$ cat config.mk
export PLATFORM = sky130hd
export DESIGN_NAME = bbvp_cell
export DESIGN_NICKNAME = d
export VERILOG_FILES = /design/src/hw/rtl/bbvp_pkg.sv /design/src/hw/rtl/bbvp_cell.sv
export SDC_FILE = /design/constraint.sdc
export NUM_CORES = 1
export LEC_CHECK = 0
export BUFFER_PORTS_ARGS = -buffer_cell sky130_fd_sc_hd__buf_2
export CORE_AREA = 2 2 127 129
export DETAILED_ROUTE_END_ITERATION = 10
export DIE_AREA = 0 0 129 131
export PLACE_DENSITY_LB_ADDON = 0.12
export RECOVER_POWER = 100
export SKIP_LAST_GASP = 1
export SLEW_MARGIN = 0
export SYNTH_ARGS = -nofsm -noshare
export SYNTH_HDL_FRONTEND = slang
export SYNTH_SLANG_ARGS = --single-unit
$ cat constraint.sdc
create_clock -name clk -period 8 [get_ports clk]
set_input_delay 0.8 -clock clk [delete_from_list [all_inputs] [get_ports clk]]
set_output_delay 0.8 -clock clk [all_outputs]
set_load 0.05 [all_outputs]
$ cat src/hw/rtl/bbvp_pkg.sv
// ----------------------------------------------------------------------------
// bbvp_pkg
// Shared types and constants for the basic block vector profiler.
// ----------------------------------------------------------------------------
package bbvp_pkg;

  localparam int PC_W       = 64;
  localparam int LEN_W      = 20;
  localparam int DUMPS_W    = 7;
  localparam int OVF_W      = 20;
  localparam int OUT_CNT_W  = 20;
  localparam int APB_ADDR_W = 3;
  localparam int APB_DATA_W = 32;

  localparam int TABLE_ENTRIES_DEF = 64;
  localparam int COUNT_BITS_DEF    = 20;

  localparam logic [LEN_W-1:0]   INTERVAL_LENGTH_RST = LEN_W'(50000);
  localparam logic [DUMPS_W-1:0] MAX_DUMPS_RST       = DUMPS_W'(101);
  localparam logic [PC_W-1:0]    PC_STEP             = PC_W'(4);

  // register index, taken from paddr[2]
  localparam logic REG_INTERVAL_LENGTH = 1'b0;
  localparam logic REG_MAX_DUMPS       = 1'b1;

  typedef enum logic [1:0] {
    CELL_HOLD,
    CELL_RECORD,
    CELL_SHIFT,
    CELL_CLEAR
  } cell_mode_t;

  typedef struct packed {
    cell_mode_t      mode;
    logic            ins_en;  // no hit anywhere and table not full
    logic [PC_W-1:0] pc;
  } cell_ctrl_t;

  typedef enum logic {
    ST_IDLE,
    ST_DUMP
  } state_t;

endpackage

$ cat src/hw/rtl/bbvp_cell.sv
// ----------------------------------------------------------------------------
// bbvp_cell
// One table entry of the sorted chain: count a hit or insert/shift right on record,
// shift left on dump, emptied on clear.
// ----------------------------------------------------------------------------
module bbvp_cell #(
  parameter int COUNT_BITS = bbvp_pkg::COUNT_BITS_DEF
) (
  input  logic                  clk,
  input  logic                  rst,
  input  bbvp_pkg::cell_ctrl_t  ctrl,
  input  logic                  gt_prev,
  input  logic                  left_used,
  input  logic [63:0]           left_addr,
  input  logic [COUNT_BITS-1:0] left_count,
  input  logic                  right_used,
  input  logic [63:0]           right_addr,
  input  logic [COUNT_BITS-1:0] right_count,
  output logic                  used,
  output logic [63:0]           addr,
  output logic [COUNT_BITS-1:0] count,
  output logic                  gt,
  output logic                  hit
);
  import bbvp_pkg::*;

  logic ins_here;
  logic take_left;

  // entries are kept sorted with used ones first, so gt is monotone
  assign gt        = !used || (addr > ctrl.pc);
  assign hit       = used && (addr == ctrl.pc);
  assign ins_here  = ctrl.ins_en && gt && !gt_prev;
  assign take_left = ctrl.ins_en && gt_prev;

  always_ff @(posedge clk) begin
    if (rst) begin
      used <= 1'b0;
    end else begin
      case (ctrl.mode)
        CELL_RECORD: begin
          if (ins_here) begin
            used <= 1'b1;
          end else if (take_left) begin
            used <= left_used;
          end
        end
        CELL_SHIFT: used <= right_used;
        CELL_CLEAR: used <= 1'b0;
        default:    used <= used;
      endcase
    end
  end

  always_ff @(posedge clk) begin
    case (ctrl.mode)
      CELL_RECORD: begin
        if (hit) begin
          if (count != '1) begin
            count <= count + COUNT_BITS'(1);
          end
        end else if (ins_here) begin
          addr  <= ctrl.pc;
          count <= COUNT_BITS'(1);
        end else if (take_left) begin
          addr  <= left_addr;
          count <= left_count;
        end
      end
      CELL_SHIFT: begin
        addr  <= right_addr;
        count <= right_count;
      end
      default: begin
        addr  <= addr;
        count <= count;
      end
    endcase
  end

endmodule

==> impl_metrics.toml <==
[cts]
cts.clk_slew.worst_paths_ns = 0.06
htreeDepth = 3
clk_path_buf_depth = 2
cts_tree = "done"
cts.repair.resized = 0
numCtsBuffers = 9
cts_setup_buffers = 0
cts-root-buf = "clkbuf_16"
clock_latency_ns = 0.35
holdBufCountCts = 0
cts_sinks = 85

[grt]
grt_pass1_wl_um = 32180
grt_start_max_net_pins = 105
grt-ovfl-total = 0
grt_use_total = 0.2456
antenna_found_initial = 5
grt_pass1_vias = 6367

[min_path]
hold_path_class = "reg2reg"
hold_depth = 3

[synthesis]
ys.flop_type = "edfxtp_1"
syn_nets = 1098
yosysSeqAreaShare = 0.3746
synth-async-reset-ratio = 0
yosysMostFrequentCell = "nor2_1"
ys_ff_latch = 85
synth.top_cell.area_share = 0.3717
syn_area_per_cell_sq_um = 8.601
synthesis.area_sq_um = 6787
synth_cells = 789
synth_edf_count = 84
yosys-top-cells-count = "96 x nor2_1, 85 x nand3_1, 84 x edfxtp_1"
synth_top_cell_by_area = "edfxtp_1"
yosysUniqueCellTypes = 51
synth_area_leaders = "edfxtp_1 37%, ha_1 13%, a31oi_1 7.7%"
yosysWarnings = 0

[setup_path]
path_buf_inv = 3
worstPathMaxFanout = 36
r2r_cells = 10
worst_path_most_repeated_cell = "nor2_1"
endpoint_kind = "register"
crit_type = "in2reg"
worstPathCellList = "buf_2 -> inv_1 -> ha_1 -> nand4_1 -> nor4_1 -> nand4b_1 -> or2_0 -> nand2_1 -> a21oi_1 -> nor2_1 -> nor2_1 -> buf_4"
start_kind = "input pin"
cp.required_ns = 7.99
critPathTopFamily = "simple AND/OR/NAND/NOR gates"
critical_path_depth = 12
slowest_stage = "nor2_1"
max_stage_delay_ns = 1.79
critPathArrivalTime_ns = 5.72

[layout]
postLayoutCellArea_sq_um = 8636
areaGrowthSynthToFinish_pct = 27.25
n_fill_cell = 1595
final_nets = 1386
layout-drive-gt1-share = 0.2486

[place]
io_buffers = 326
place_area_sq_um = 8469
place_hpwl_um = 16330
place_ws_ns = 3.316
gp_congestion = 0.8859

[drt]
drt-initial-drc-count = 345
ant_nets = 0
routed_wl_um = 21780
via_per_inst = 5.315
drtPass1Iterations = 4
wl_per_cell_um = 16.75
drc_errors = 0
route.vias.total = 6909

[sta]
setup_tns_ns = 0
min_period_over_period = 0.7170
rsz0062_at_grt = "false"
setup_viol = 0
max_freq_mhz = 174.3
final_max_slew_viol_count = 30
worstMarginPinSlew_ns = 2.418
setup_ws_ns = 2.264
min_period_ns = 5.736
skew_ns = 0.01238
slew_headroom = -0.6178
hold_viol_final = 0

[run_status]
outcome = "finished, violations left"
violations = "capacitance limit, slew limit"

[floorplanning]
die_y_um = 131
dieArea_sq_um = 16900
initial_core_util = 0.4351
boundaryPins = 327
fp-row-count = 46
die-width_um = 129
core_area_sq_um = 15600

[power_and_ir_drop]
powerDensity_nw_per_um2 = 177.6
p_leak_uw = 0.003778
ir_drop_mv = 0.1074

[job]
max-cap-violations = 1
final timing paths:
check                                   startpoint           endpoint  slack, ns
worst max register to register  addr[46]$_DFFE_PP_  addr[3]$_DFFE_PP_       2.41
worst min register to register   used$_SDFFE_PP0P_  used$_SDFFE_PP0P_       0.68
worst min-delay path             used$_SDFFE_PP0P_  used$_SDFFE_PP0P_       0.68
worst max-delay path                      ctrl[46]  addr[3]$_DFFE_PP_       2.26
through the flow:
step	hold slack, ns	total power, uW	cells	util
final	0.6796	1534	1300	0.5537
after detailed placement	0.6782	1085	1282	0.5430
after global placement	0.6816	1082	1282	0.5430
after floorplan	0.8231	929.0	789	-
after CTS	0.6881	1558	1298	0.5642
after global routing	0.7323	1608	1300	0.5537
sequential cells by signal (all words and copies together) (netlist names):
signal  count
used        1
addr       64
count      20
logic make-up after synthesis:
kind of cell	after synthesis	synth area share
flops	85	0.3746
mux	1	0.001475
buf+inv	126	0.08352
compound gates	223	0.2078
fa+ha+maj	69	0.1272
simple gates	267	0.1822
xor+xnor	18	0.02323
worst register-to-register path: cells and delay by family, from the launching register on:
kind,cells,cell delay [ns]
simple gates,7,3.55
buf+inv,1,0.68
flops,1,0.41
fa+ha+maj,1,0.33
compound gates,1,0.23
where the power goes:
part	internal (uW)	switching, uW
sequential	549	33.1
clock	279	193
combinational	147	333
total	975	559
layer usage:
layer  wire (um)  global-route usage  vias to the layer above
met5          13                   0                        -
met1        8986              0.2979                     3128
met3        1624             0.05904                       22
li1            -                   -                     3489
met4         350             0.06969                        2
met2       10800              0.4364                      268
placed cells by master, fill, tap and decap left out, types with 3 or more instances in the layout:
cell type | Yosys | final
a211oi_1 | 6 | 6
a21o_1 | 7 | 7
a21oi_1 | 25 | 25
a31oi_1 | 83 | 83
and3_1 | 7 | 7
buf_2 | 6 | 239
buf_4 | 2 | 4
clkbuf_1 | 36 | 89
clkbuf_16 | 0 | 9
edfxtp_1 | 84 | 84
ha_1 | 69 | 69
inv_1 | 70 | 70
nand2_1 | 41 | 41
nand3_1 | 85 | 85
nand4_1 | 14 | 14
nor2_1 | 96 | 96
nor3_1 | 4 | 4
nor4_1 | 4 | 4
o211ai_1 | 10 | 18
o211ai_2 | 11 | 3
o21ai_0 | 35 | 35
o21ai_1 | 34 | 34
xnor2_1 | 11 | 11
xor2_1 | 7 | 7
layout make-up:
| type | instances | area (sq um) | share of cell area |
|---|---|---|---|
| Sequential cell | 85 | 2542 | 0.2944 |
| Clock inverter | 7 | 105.1 | 0.01217 |
| Antenna cell | 2 | 5.005 | 0.0005795 |
| Tap cell | 216 | 270.3 | 0.03130 |
| Inverter | 71 | 269.0 | 0.03115 |
| Clock buffer | 9 | 225.2 | 0.02608 |
| Timing Repair Buffer | 332 | 1560 | 0.1807 |
| Multi-Input combinational cell | 578 | 3659 | 0.4236 |
No activity file was read; power rests on OpenSTA's default activity.
